**config.mk**
```make
export PLATFORM = sky130hd
export DESIGN_NAME = integer_to_radix_ascii_flat
export DESIGN_NICKNAME = d
export VERILOG_FILES = /design/src/rtl/itoa_pkg.sv /design/src/rtl/itoa_if.sv /design/src/rtl/itoa_front.sv /design/src/rtl/itoa_queue.sv /design/src/rtl/itoa_back.sv /design/src/rtl/integer_to_radix_ascii.sv /design/src/flat_wrapper.sv
export SDC_FILE = /design/constraint.sdc
export NUM_CORES = 1
export LEC_CHECK = 0
export ABC_AREA = 1
export BUFFER_PORTS_ARGS = -buffer_cell sky130_fd_sc_hd__buf_2
export CAP_MARGIN = 20
export CORE_MARGIN = 2
export CORE_UTILIZATION = 55
export CTS_CLUSTER_SIZE = 16
export DETAILED_ROUTE_END_ITERATION = 10
export GPL_TIMING_DRIVEN = 0
export PLACE_DENSITY = 0.72
export SLEW_MARGIN = 20
export SYNTH_ARGS = -nofsm -noshare
export SYNTH_HDL_FRONTEND = slang
export SYNTH_SLANG_ARGS = --single-unit
```
**constraint.sdc**
```tcl
create_clock -name clk -period 16.1 [get_ports clk]
set_clock_uncertainty 0.1 [all_clocks]
set_input_delay 3.22 -clock clk [delete_from_list [all_inputs] [get_ports clk]]
set_output_delay 3.22 -clock clk [all_outputs]
set_load 0.005 [all_outputs]
```
**src/rtl/itoa_pkg.sv**
```systemverilog
// Shared types, constants and helper functions of the radix ASCII converter.
`default_nettype none

package itoa_pkg;

    localparam int NUM_W     = 32;
    localparam int BASE_W    = 6;
    localparam int CHAR_W    = 8;
    localparam int DIGIT_MAX = 32;                 // radix 2, top bit set
    localparam int IDX_W     = $clog2(DIGIT_MAX);
    localparam int BYTE_W    = 8;
    localparam int CHUNK_W   = $clog2(NUM_W / BYTE_W);

    localparam int Q_DEPTH   = 2;
    localparam int Q_PTR_W   = $clog2(Q_DEPTH);
    localparam int Q_CNT_W   = $clog2(Q_DEPTH + 1);

    localparam logic [BASE_W-1:0] BASE_MIN = 6'd2;
    localparam logic [BASE_W-1:0] BASE_MAX = 6'd36;
    localparam logic [BASE_W-1:0] BASE_DEC = 6'd10;

    localparam logic [CHAR_W-1:0] CHAR_NUL   = 8'h00;
    localparam logic [CHAR_W-1:0] CHAR_MINUS = 8'h2D;
    localparam logic [CHAR_W-1:0] CHAR_ZERO  = 8'h30;
    localparam logic [CHAR_W-1:0] CHAR_NINE  = 8'h39;
    localparam logic [CHAR_W-1:0] CHAR_A     = 8'h41;
    localparam logic [CHAR_W-1:0] CHAR_Z     = 8'h5A;

    // One classified conversion job, passed from front to back.
    typedef struct packed {
        logic [NUM_W-1:0]  mag;
        logic [BASE_W-1:0] radix;
        logic              negative;
        logic              bad;
    } job_t;

    typedef enum logic [2:0] {
        ST_IDLE,
        ST_DIV,
        ST_SIGN,
        ST_DIGITS,
        ST_ERR
    } back_state_t;

    // Digit value 0..35 to its ASCII code.
    function automatic logic [CHAR_W-1:0] digit_char(input logic [BASE_W-1:0] d);
        logic [CHAR_W-1:0] dx;
        dx = {{(CHAR_W-BASE_W){1'b0}}, d};
        if (d < BASE_DEC)
            return CHAR_ZERO + dx;
        else
            return CHAR_A + dx - {{(CHAR_W-BASE_W){1'b0}}, BASE_DEC};
    endfunction

    // Index of the most significant nonzero byte; 0 for a zero word.
    function automatic logic [CHUNK_W-1:0] top_byte(input logic [NUM_W-1:0] v);
        logic [CHUNK_W-1:0] idx;
        idx = '0;
        for (int i = 1; i < NUM_W / BYTE_W; i++) begin
            if (v[i*BYTE_W +: BYTE_W] != '0)
                idx = CHUNK_W'(i);
        end
        return idx;
    endfunction

endpackage

`default_nettype wire

```
**src/rtl/itoa_if.sv**
```systemverilog
// Stream interfaces for the number input and the character output channels.
`default_nettype none

interface itoa_in_if;
    logic               valid;
    logic               ready;
    logic signed [31:0] number;
    logic        [5:0]  base;

    modport source (output valid, number, base, input ready);
    modport sink   (input valid, number, base, output ready);
endinterface

interface itoa_out_if;
    logic       valid;
    logic       ready;
    logic [7:0] character;
    logic       last;
    logic       bad_base;

    modport source (output valid, character, last, bad_base, input ready);
    modport sink   (input valid, character, last, bad_base, output ready);
endinterface

`default_nettype wire

```
**src/rtl/itoa_front.sv**
```systemverilog
// Front end: accepts input transactions, checks the radix, forms the magnitude.
`default_nettype none

module itoa_front (
    input  wire logic         clk,
    input  wire logic         rst_n,
    itoa_in_if.sink           in_ch,
    output itoa_pkg::job_t    push_job,
    output logic              push_valid,
    input  wire logic         push_ready
);
    import itoa_pkg::*;

    logic  fvalid_reg, fvalid_next;
    job_t  fjob_reg, fjob_next;
    logic  accept;
    logic  [NUM_W-1:0] pattern;

    assign in_ch.ready = !fvalid_reg || push_ready;
    assign accept      = in_ch.valid && in_ch.ready;
    assign pattern     = $unsigned(in_ch.number);

    always_comb
    begin
        fjob_next          = fjob_reg;
        fvalid_next        = fvalid_reg && !push_ready;
        if (accept)
        begin
            fvalid_next        = 1'b1;
            fjob_next.bad      = (in_ch.base < BASE_MIN) || (in_ch.base > BASE_MAX);
            fjob_next.negative = (in_ch.base == BASE_DEC) && pattern[NUM_W-1];
            fjob_next.radix    = in_ch.base;
            fjob_next.mag      = fjob_next.negative ? (NUM_W'(0) - pattern) : pattern;
        end
    end

    always_ff @(posedge clk or negedge rst_n)
    begin
        if (!rst_n)
            fvalid_reg <= 1'b0;
        else
            fvalid_reg <= fvalid_next;
    end

    always_ff @(posedge clk)
    begin
        fjob_reg <= fjob_next;
    end

    assign push_valid = fvalid_reg;
    assign push_job   = fjob_reg;

endmodule

`default_nettype wire

```
**src/rtl/itoa_queue.sv**
```systemverilog
// Short job queue between front and back.
`default_nettype none

module itoa_queue (
    input  wire logic            clk,
    input  wire logic            rst_n,
    input  wire itoa_pkg::job_t  push_job,
    input  wire logic            push_valid,
    output logic                 push_ready,
    output itoa_pkg::job_t       pop_job,
    output logic                 pop_valid,
    input  wire logic            pop_ready
);
    import itoa_pkg::*;

    job_t               entry_reg [Q_DEPTH];
    logic [Q_PTR_W-1:0] wr_ptr_reg, wr_ptr_next;
    logic [Q_PTR_W-1:0] rd_ptr_reg, rd_ptr_next;
    logic [Q_CNT_W-1:0] count_reg, count_next;
    logic               do_push, do_pop;

    assign push_ready = (count_reg != Q_CNT_W'(Q_DEPTH));
    assign pop_valid  = (count_reg != '0);
    assign do_push    = push_valid && push_ready;
    assign do_pop     = pop_valid && pop_ready;
    assign pop_job    = entry_reg[rd_ptr_reg];

    always_comb
    begin
        wr_ptr_next = wr_ptr_reg;
        rd_ptr_next = rd_ptr_reg;
        count_next  = count_reg;
        if (do_push)
            wr_ptr_next = (wr_ptr_reg == Q_PTR_W'(Q_DEPTH - 1)) ? '0 : wr_ptr_reg + 1'b1;
        if (do_pop)
            rd_ptr_next = (rd_ptr_reg == Q_PTR_W'(Q_DEPTH - 1)) ? '0 : rd_ptr_reg + 1'b1;
        if (do_push && !do_pop)
            count_next = count_reg + 1'b1;
        else if (do_pop && !do_push)
            count_next = count_reg - 1'b1;
    end

    always_ff @(posedge clk or negedge rst_n)
    begin
        if (!rst_n)
        begin
            wr_ptr_reg <= '0;
            rd_ptr_reg <= '0;
            count_reg  <= '0;
        end
        else
        begin
            wr_ptr_reg <= wr_ptr_next;
            rd_ptr_reg <= rd_ptr_next;
            count_reg  <= count_next;
        end
    end

    always_ff @(posedge clk)
    begin
        if (do_push)
            entry_reg[wr_ptr_reg] <= push_job;
    end

endmodule

`default_nettype wire

```
**src/rtl/itoa_back.sv**
```systemverilog
// Back end: byte-wise division by the radix, digit stack, character output.
`default_nettype none

module itoa_back (
    input  wire logic            clk,
    input  wire logic            rst_n,
    input  wire itoa_pkg::job_t  pop_job,
    input  wire logic            pop_valid,
    output logic                 pop_ready,
    itoa_out_if.source           out_ch
);
    import itoa_pkg::*;

    back_state_t        state_reg, state_next;
    logic [NUM_W-1:0]   mag_reg, mag_next;
    logic [NUM_W-1:0]   quo_reg, quo_next;
    logic [BASE_W-1:0]  rem_reg, rem_next;
    logic [CHUNK_W-1:0] chunk_reg, chunk_next;
    logic [BASE_W-1:0]  radix_reg, radix_next;
    logic               neg_reg, neg_next;
    logic [IDX_W-1:0]   ndig_reg, ndig_next;
    logic [IDX_W-1:0]   rd_idx_reg, rd_idx_next;
    logic [CHAR_W-1:0]  stack_reg [DIGIT_MAX];

    logic               out_valid_reg, out_valid_next;
    logic [CHAR_W-1:0]  char_reg, char_next;
    logic               last_reg, last_next;
    logic               bad_reg, bad_next;

    logic               can_load;
    logic               push_en;
    logic [CHAR_W-1:0]  push_char;

    // one byte of restoring division per cycle
    logic [BYTE_W-1:0]  cur_byte;
    logic [BYTE_W-1:0]  q_byte;
    logic [BASE_W:0]    trial;
    logic [BASE_W-1:0]  step_rem;
    logic [NUM_W-1:0]   quo_with;
    logic               div_last;

    assign can_load = !out_valid_reg || out_ch.ready;
    assign cur_byte = mag_reg[chunk_reg*BYTE_W +: BYTE_W];
    assign div_last = (chunk_reg == '0);

    always_comb
    begin
        step_rem = rem_reg;
        q_byte   = '0;
        trial    = '0;
        for (int i = BYTE_W - 1; i >= 0; i--)
        begin
            trial = {step_rem, cur_byte[i]};
            if (trial >= {1'b0, radix_reg})
            begin
                trial     = trial - {1'b0, radix_reg};
                q_byte[i] = 1'b1;
            end
            step_rem = trial[BASE_W-1:0];
        end
        quo_with = quo_reg;
        quo_with[chunk_reg*BYTE_W +: BYTE_W] = q_byte;
    end

    // next state
    always_comb
    begin
        state_next = state_reg;
        unique case (state_reg)
            ST_IDLE:
                if (pop_valid)
                    state_next = pop_job.bad ? ST_ERR : ST_DIV;
            ST_DIV:
                if (div_last && (quo_with == '0))
                    state_next = neg_reg ? ST_SIGN : ST_DIGITS;
            ST_SIGN:
                if (can_load)
                    state_next = ST_DIGITS;
            ST_DIGITS:
                if (can_load && (rd_idx_reg == '0))
                    state_next = ST_IDLE;
            ST_ERR:
                if (can_load)
                    state_next = ST_IDLE;
            default:
                state_next = ST_IDLE;
        endcase
    end

    // datapath and outputs
    always_comb
    begin
        mag_next       = mag_reg;
        quo_next       = quo_reg;
        rem_next       = rem_reg;
        chunk_next     = chunk_reg;
        radix_next     = radix_reg;
        neg_next       = neg_reg;
        ndig_next      = ndig_reg;
        rd_idx_next    = rd_idx_reg;
        push_en        = 1'b0;
        push_char      = digit_char(step_rem);
        pop_ready      = 1'b0;
        out_valid_next = out_valid_reg && !out_ch.ready;
        char_next      = char_reg;
        last_next      = last_reg;
        bad_next       = bad_reg;
        unique case (state_reg)
            ST_IDLE:
            begin
                pop_ready = 1'b1;
                if (pop_valid)
                begin
                    mag_next   = pop_job.mag;
                    radix_next = pop_job.radix;
                    neg_next   = pop_job.negative;
                    quo_next   = '0;
                    rem_next   = '0;
                    chunk_next = top_byte(pop_job.mag);
                    ndig_next  = '0;
                end
            end
            ST_DIV:
            begin
                rem_next   = step_rem;
                quo_next   = quo_with;
                chunk_next = chunk_reg - 1'b1;
                if (div_last)
                begin
                    push_en     = 1'b1;
                    ndig_next   = ndig_reg + 1'b1;
                    rd_idx_next = ndig_reg;
                    mag_next    = quo_with;
                    quo_next    = '0;
                    rem_next    = '0;
                    chunk_next  = top_byte(quo_with);
                end
            end
            ST_SIGN:
                if (can_load)
                begin
                    out_valid_next = 1'b1;
                    char_next      = CHAR_MINUS;
                    last_next      = 1'b0;
                    bad_next       = 1'b0;
                end
            ST_DIGITS:
                if (can_load)
                begin
                    out_valid_next = 1'b1;
                    char_next      = stack_reg[rd_idx_reg];
                    last_next      = (rd_idx_reg == '0);
                    bad_next       = 1'b0;
                    if (rd_idx_reg != '0)
                        rd_idx_next = rd_idx_reg - 1'b1;
                end
            ST_ERR:
                if (can_load)
                begin
                    out_valid_next = 1'b1;
                    char_next      = CHAR_NUL;
                    last_next      = 1'b1;
                    bad_next       = 1'b1;
                end
            default:
            begin
                pop_ready = 1'b0;
            end
        endcase
    end

    always_ff @(posedge clk or negedge rst_n)
    begin
        if (!rst_n)
        begin
            state_reg     <= ST_IDLE;
            out_valid_reg <= 1'b0;
        end
        else
        begin
            state_reg     <= state_next;
            out_valid_reg <= out_valid_next;
        end
    end

    always_ff @(posedge clk)
    begin
        mag_reg    <= mag_next;
        quo_reg    <= quo_next;
        rem_reg    <= rem_next;
        chunk_reg  <= chunk_next;
        radix_reg  <= radix_next;
        neg_reg    <= neg_next;
        ndig_reg   <= ndig_next;
        rd_idx_reg <= rd_idx_next;
        char_reg   <= char_next;
        last_reg   <= last_next;
        bad_reg    <= bad_next;
        if (push_en)
            stack_reg[ndig_reg] <= push_char;
    end

    assign out_ch.valid     = out_valid_reg;
    assign out_ch.character = char_reg;
    assign out_ch.last      = last_reg;
    assign out_ch.bad_base  = bad_reg;

endmodule

`default_nettype wire

```
**src/rtl/integer_to_radix_ascii.sv**
```systemverilog
// Top level of the integer to radix ASCII text converter.
//
// Usage:
//   in_ch  : one transaction carries a signed 32-bit number and a 6-bit radix.
//   out_ch : the text comes back one ASCII character per transaction, most
//            significant digit first, last = 1 on the final character.
//            Radix 10 with a negative number gets a leading '-'; any other
//            radix converts the raw 32-bit pattern. A radix outside 2..36
//            gives one transaction with character 0, last = 1, bad_base = 1.
//   Flow: the job is held in the front register, then in the queue, then
//   each digit takes one restoring division step per byte of the remaining
//   quotient (from its top nonzero byte); then one character per cycle while
//   the receiver is ready. The divider is the limit; one number is converted
//   at a time, the queue holds two more.
//   Reset (rst_n low, asynchronous) empties the front register and queue,
//   returns the back end to idle and drops any pending output.
//   A stalled receiver holds the output register; the back end waits, the
//   queue fills and then in_ch.ready drops.
`default_nettype none

module integer_to_radix_ascii (
    input  wire logic  clk,
    input  wire logic  rst_n,
    itoa_in_if.sink    in_ch,
    itoa_out_if.source out_ch
);
    import itoa_pkg::*;

    job_t push_job, pop_job;
    logic push_valid, push_ready;
    logic pop_valid, pop_ready;

    // classify radix and sign, register the job
    itoa_front u_front (
        .clk        (clk),
        .rst_n      (rst_n),
        .in_ch      (in_ch),
        .push_job   (push_job),
        .push_valid (push_valid),
        .push_ready (push_ready)
    );

    // decouples acceptance from conversion
    itoa_queue u_queue (
        .clk        (clk),
        .rst_n      (rst_n),
        .push_job   (push_job),
        .push_valid (push_valid),
        .push_ready (push_ready),
        .pop_job    (pop_job),
        .pop_valid  (pop_valid),
        .pop_ready  (pop_ready)
    );

    // divide, stack digits, emit in reverse
    itoa_back u_back (
        .clk       (clk),
        .rst_n     (rst_n),
        .pop_job   (pop_job),
        .pop_valid (pop_valid),
        .pop_ready (pop_ready),
        .out_ch    (out_ch)
    );

endmodule

`default_nettype wire

```
**src/flat_wrapper.sv**
```systemverilog
// flat-port wrapper written by rule: the top's interface ports become plain ports
module integer_to_radix_ascii_flat import itoa_pkg::*;
  (clk, rst_n, in_ch_valid, in_ch_number, in_ch_base, in_ch_ready, out_ch_valid, out_ch_character, out_ch_last, out_ch_bad_base, out_ch_ready);
  itoa_in_if in_ch_i ();
  itoa_out_if out_ch_i ();
  input  wire logic clk;
  input  wire logic rst_n;
  input wire logic [$bits(in_ch_i.valid)-1:0] in_ch_valid;
  input wire logic [$bits(in_ch_i.number)-1:0] in_ch_number;
  input wire logic [$bits(in_ch_i.base)-1:0] in_ch_base;
  output wire logic [$bits(in_ch_i.ready)-1:0] in_ch_ready;
  output wire logic [$bits(out_ch_i.valid)-1:0] out_ch_valid;
  output wire logic [$bits(out_ch_i.character)-1:0] out_ch_character;
  output wire logic [$bits(out_ch_i.last)-1:0] out_ch_last;
  output wire logic [$bits(out_ch_i.bad_base)-1:0] out_ch_bad_base;
  input wire logic [$bits(out_ch_i.ready)-1:0] out_ch_ready;
  assign in_ch_i.valid = in_ch_valid;
  assign in_ch_i.number = in_ch_number;
  assign in_ch_i.base = in_ch_base;
  assign in_ch_ready = in_ch_i.ready;
  assign out_ch_valid = out_ch_i.valid;
  assign out_ch_character = out_ch_i.character;
  assign out_ch_last = out_ch_i.last;
  assign out_ch_bad_base = out_ch_i.bad_base;
  assign out_ch_i.ready = out_ch_ready;
  integer_to_radix_ascii u_core (.clk(clk), .rst_n(rst_n), .in_ch(in_ch_i), .out_ch(out_ch_i));
endmodule
```
==> impl_metrics.py <==
metrics = {
    "clock_network": {
        "cts_tree": "yes",
        "clk_latency_ps": 560,
        "path_clk_slew_ps": 60,
        "cts_root_buf": "clkbuf_16",
        "cts_hold_buf": 0,
        "cts.sinks": 456,
        "cts_buffers": 44,
        "clk_path_buf_depth": 3,
        "cts_max_level": 2,
    },
    "routing": {
        "vias": 16230,
        "drtAntennaViolNets": 0,
        "drc": 0,
        "wl_mm": 55.44,
        "drtPass1Iterations": 6,
        "post_drt_wl_per_cell_um": 20.04,
        "drtIter0Drc": 1990,
        "via_per_inst": 5.867,
    },
    "yosys": {
        "synth_edf_count": 442,
        "synth.most_common_cell": "edfxtp_1",
        "yosys_warnings": 0,
        "syn_inst": 2080,
        "yosysTopAreaCell": "edfxtp_1",
        "synth-seq-cells": 456,
        "syn-mean-instance-area_sq_um": 10.60,
        "netlist_area_sq_um": 22060,
        "async_flop_share_pct": 1.974,
        "ys.flop_type": "edfxtp_1",
        "synth_common_cells": "edfxtp_1 (442), nand2_1 (403), nor2_1 (276), o21ai_0 (200), inv_1 (171)",
        "ys_types": 59,
        "synth_top_area_share_pct": 60.18,
        "yosys-top-cells-area": "edfxtp_1 (60%), nand2_1 (6.9%), nor2_1 (4.7%), o21ai_0 (4.5%), ha_1 (3.7%)",
        "syn-num-nets": 2196,
        "synth-seq-area-share_pct": 61.65,
    },
    "sta": {
        "fin_crit_ps": 15100,
        "tns_ps": 0,
        "fin_crit_sh_pct": 93.78,
        "hold_viol": 0,
        "finalSetupViolCount": 0,
        "fmax_ghz": 0.06623,
        "slew-limit-headroom_pct": 32.28,
        "drv_slew": 0,
        "worst_pin_slew_ps": 1012,
        "fin_ws_ps": 1001,
    },
    "cells_and_area": {
        "n_antenna_cell": 0,
        "largest_register_ffs": 224,
        "final_layout_size_suffix_gt1_share_pct": 9.946,
        "layout.cells.non_filler": 2767,
        "final_area_sq_um": 24930,
        "fin_nets": 2327,
        "area_delta_synth_final_pct": 13.01,
    },
    "placed_design": {
        "place.gp.congestion": 0.9571,
        "dpl_worst_slack_ps": -598.4,
        "place.detailed.hpwl_mm": 38.50,
        "io_buffers": 52,
        "dpl_cell_area_sq_um": 23150,
        "dp_cells": 2664,
    },
    "min_path": {
        "hold_class": "flip-flop to flip-flop",
        "holdPathStages": 0,
        "min_from": "u_core.u_front.push_job[36]",
        "hold_path_end": "u_core.u_queue.entry_reg[0][36]",
    },
    "floorplan": {
        "die_height_um": 204.3,
        "core_area_sq_um": 39640,
        "rows": 73,
        "start_util_pct": 55.64,
        "io_pins": 54,
        "die_area_sq_um": 41720,
        "die_w_um": 204.3,
    },
    "worst_setup_path": {
        "path_buf_inv": 22,
        "endpoint_kind": "flip-flop",
        "cp_slowest_cell": "edfxtp_1",
        "arrival_ps": 15300,
        "slowest_delay_ps": 390,
        "crit_fanout": 16,
        "rr_startpoint": "u_core.u_back.chunk_reg[0]",
        "worstReg2RegEnd": "u_core.u_back.stack_reg[12][1]",
        "crit_top_cell": "nand2_1",
        "ff2ff_setup_slack_ps": 1000,
        "critical-path-top-delay-family": "compound AO/OA/AOI/OAI gates",
        "crit_type": "flip-flop to flip-flop",
        "required_ps": 16300,
        "start_kind": "flip-flop",
        "r2r_cells": 98,
    },
    "run_status": {
        "run_status": "completed",
    },
    "global_routing": {
        "antenna_found_initial": 0,
        "grt_first_pass_wirelength_mm": 84.06,
        "grt_max_degree": 41,
        "grtUsageTotal_pct": 26.43,
        "overflow": 0,
        "grt_pass1_vias": 15290,
    },
    "run": {
        "cap_violations": 0,
    },
}
-- worst reg2reg max path, delay by kind of cell (launching register included) --
kind / cells / cell delay (ps)
adder cells (fa/ha/maj): 9 / 2670
flip-flops: 1 / 390
AO/OA/AOI/OAI: 30 / 5020
AND/OR/NAND/NOR: 37 / 3790
buffers and inverters: 22 / 2910
-- metal layers --
layer / wire length, um / track usage, % / vias up
met3: 5780 / 5.804 / 131
met5: 0 / 0 / -
met4: 1496 / 8.696 / 0
met2: 24890 / 41.15 / 816
li1: - / - / 7561
met1: 23270 / 37.10 / 7726
-- cell families after synthesis --
kind of cell             Yosys count  share of synthesized area, %
AO/OA/AOI/OAI                    371                         10.03
multiplexers                       5                        0.2326
AND/OR/NAND/NOR                  849                         16.35
XOR/XNOR                          67                         2.695
buffers and inverters            257                         4.549
adder cells (fa/ha/maj)           74                         4.470
other                              1                       0.01700
flip-flops                       456                         61.65
-- repair_timing --
action	4_1_cts	5_1_grt
resized for setup	8	25
buffers inserted	4	18
cloned	1	2
setup endpoints to repair	192	242
endpoints found under the hold margin	0	0
pin swaps	0	10
-- placed cells by master, fill, tap and decap left out, types with 13 or more instances in the layout --
cell type / netlist / final
nand2_1: 403 / 396
a31oi_1: 15 / 15
nor3_1: 16 / 16
xor2_1: 38 / 38
o22ai_1: 16 / 16
nand4_1: 14 / 14
inv_1: 171 / 168
clkbuf_16: 0 / 46
o21ai_0: 200 / 196
clkbuf_1: 67 / 78
nor2_1: 276 / 274
xnor2_1: 28 / 28
nand2_2: 10 / 13
buf_4: 2 / 22
edfxtp_1: 442 / 442
o221ai_1: 42 / 42
buf_2: 1 / 52
ha_1: 66 / 64
nand3_1: 87 / 86
a21oi_1: 47 / 45
-- worst max-delay path by stage --
stage               slack (ps)  cells after the start                        from                        endpoint
CTS                        -40                     92  u_core.u_back.chunk_reg[0]  u_core.u_back.stack_reg[15][0]
finish                    1000                     98  u_core.u_back.chunk_reg[0]  u_core.u_back.stack_reg[12][1]
floorplan                 2230                     94  u_core.u_back.chunk_reg[0]   u_core.u_back.stack_reg[0][1]
global placement         -1010                     89  u_core.u_back.radix_reg[1]  u_core.u_back.stack_reg[28][2]
global route              -130                    102  u_core.u_back.chunk_reg[0]  u_core.u_back.stack_reg[12][1]
detailed placement        -600                     89  u_core.u_back.radix_reg[1]   u_core.u_back.stack_reg[8][3]
-- metrics by stage --
step | hold slack, ps | util, %
4_1_cts | 346.8 | 62.08
3_5_place_dp | 332.9 | 58.41
6_report | 344.3 | 62.88
2_1_floorplan | 321.5 | -
3_3_place_gp | 325.6 | 57.95
5_1_grt | 353.2 | 62.88
-- cell type report --
class / count / area, sq um
fillers: 3128 / 14710
flip-flops and latches: 456 / 13600
multi-input cells: 1369 / 7662
clock buffers: 58 / 1206
inverters: 179 / 679.4
well taps: 525 / 656.9
repair buffers: 82 / 596.8
plain buffers: 78 / 334.1
clock inverters: 19 / 185.2
repair inverters: 1 / 7.507
Power is left out: the tool's default activity adds up to more than one toggle a clock period on the data nets, which glitch-free logic cannot reach.
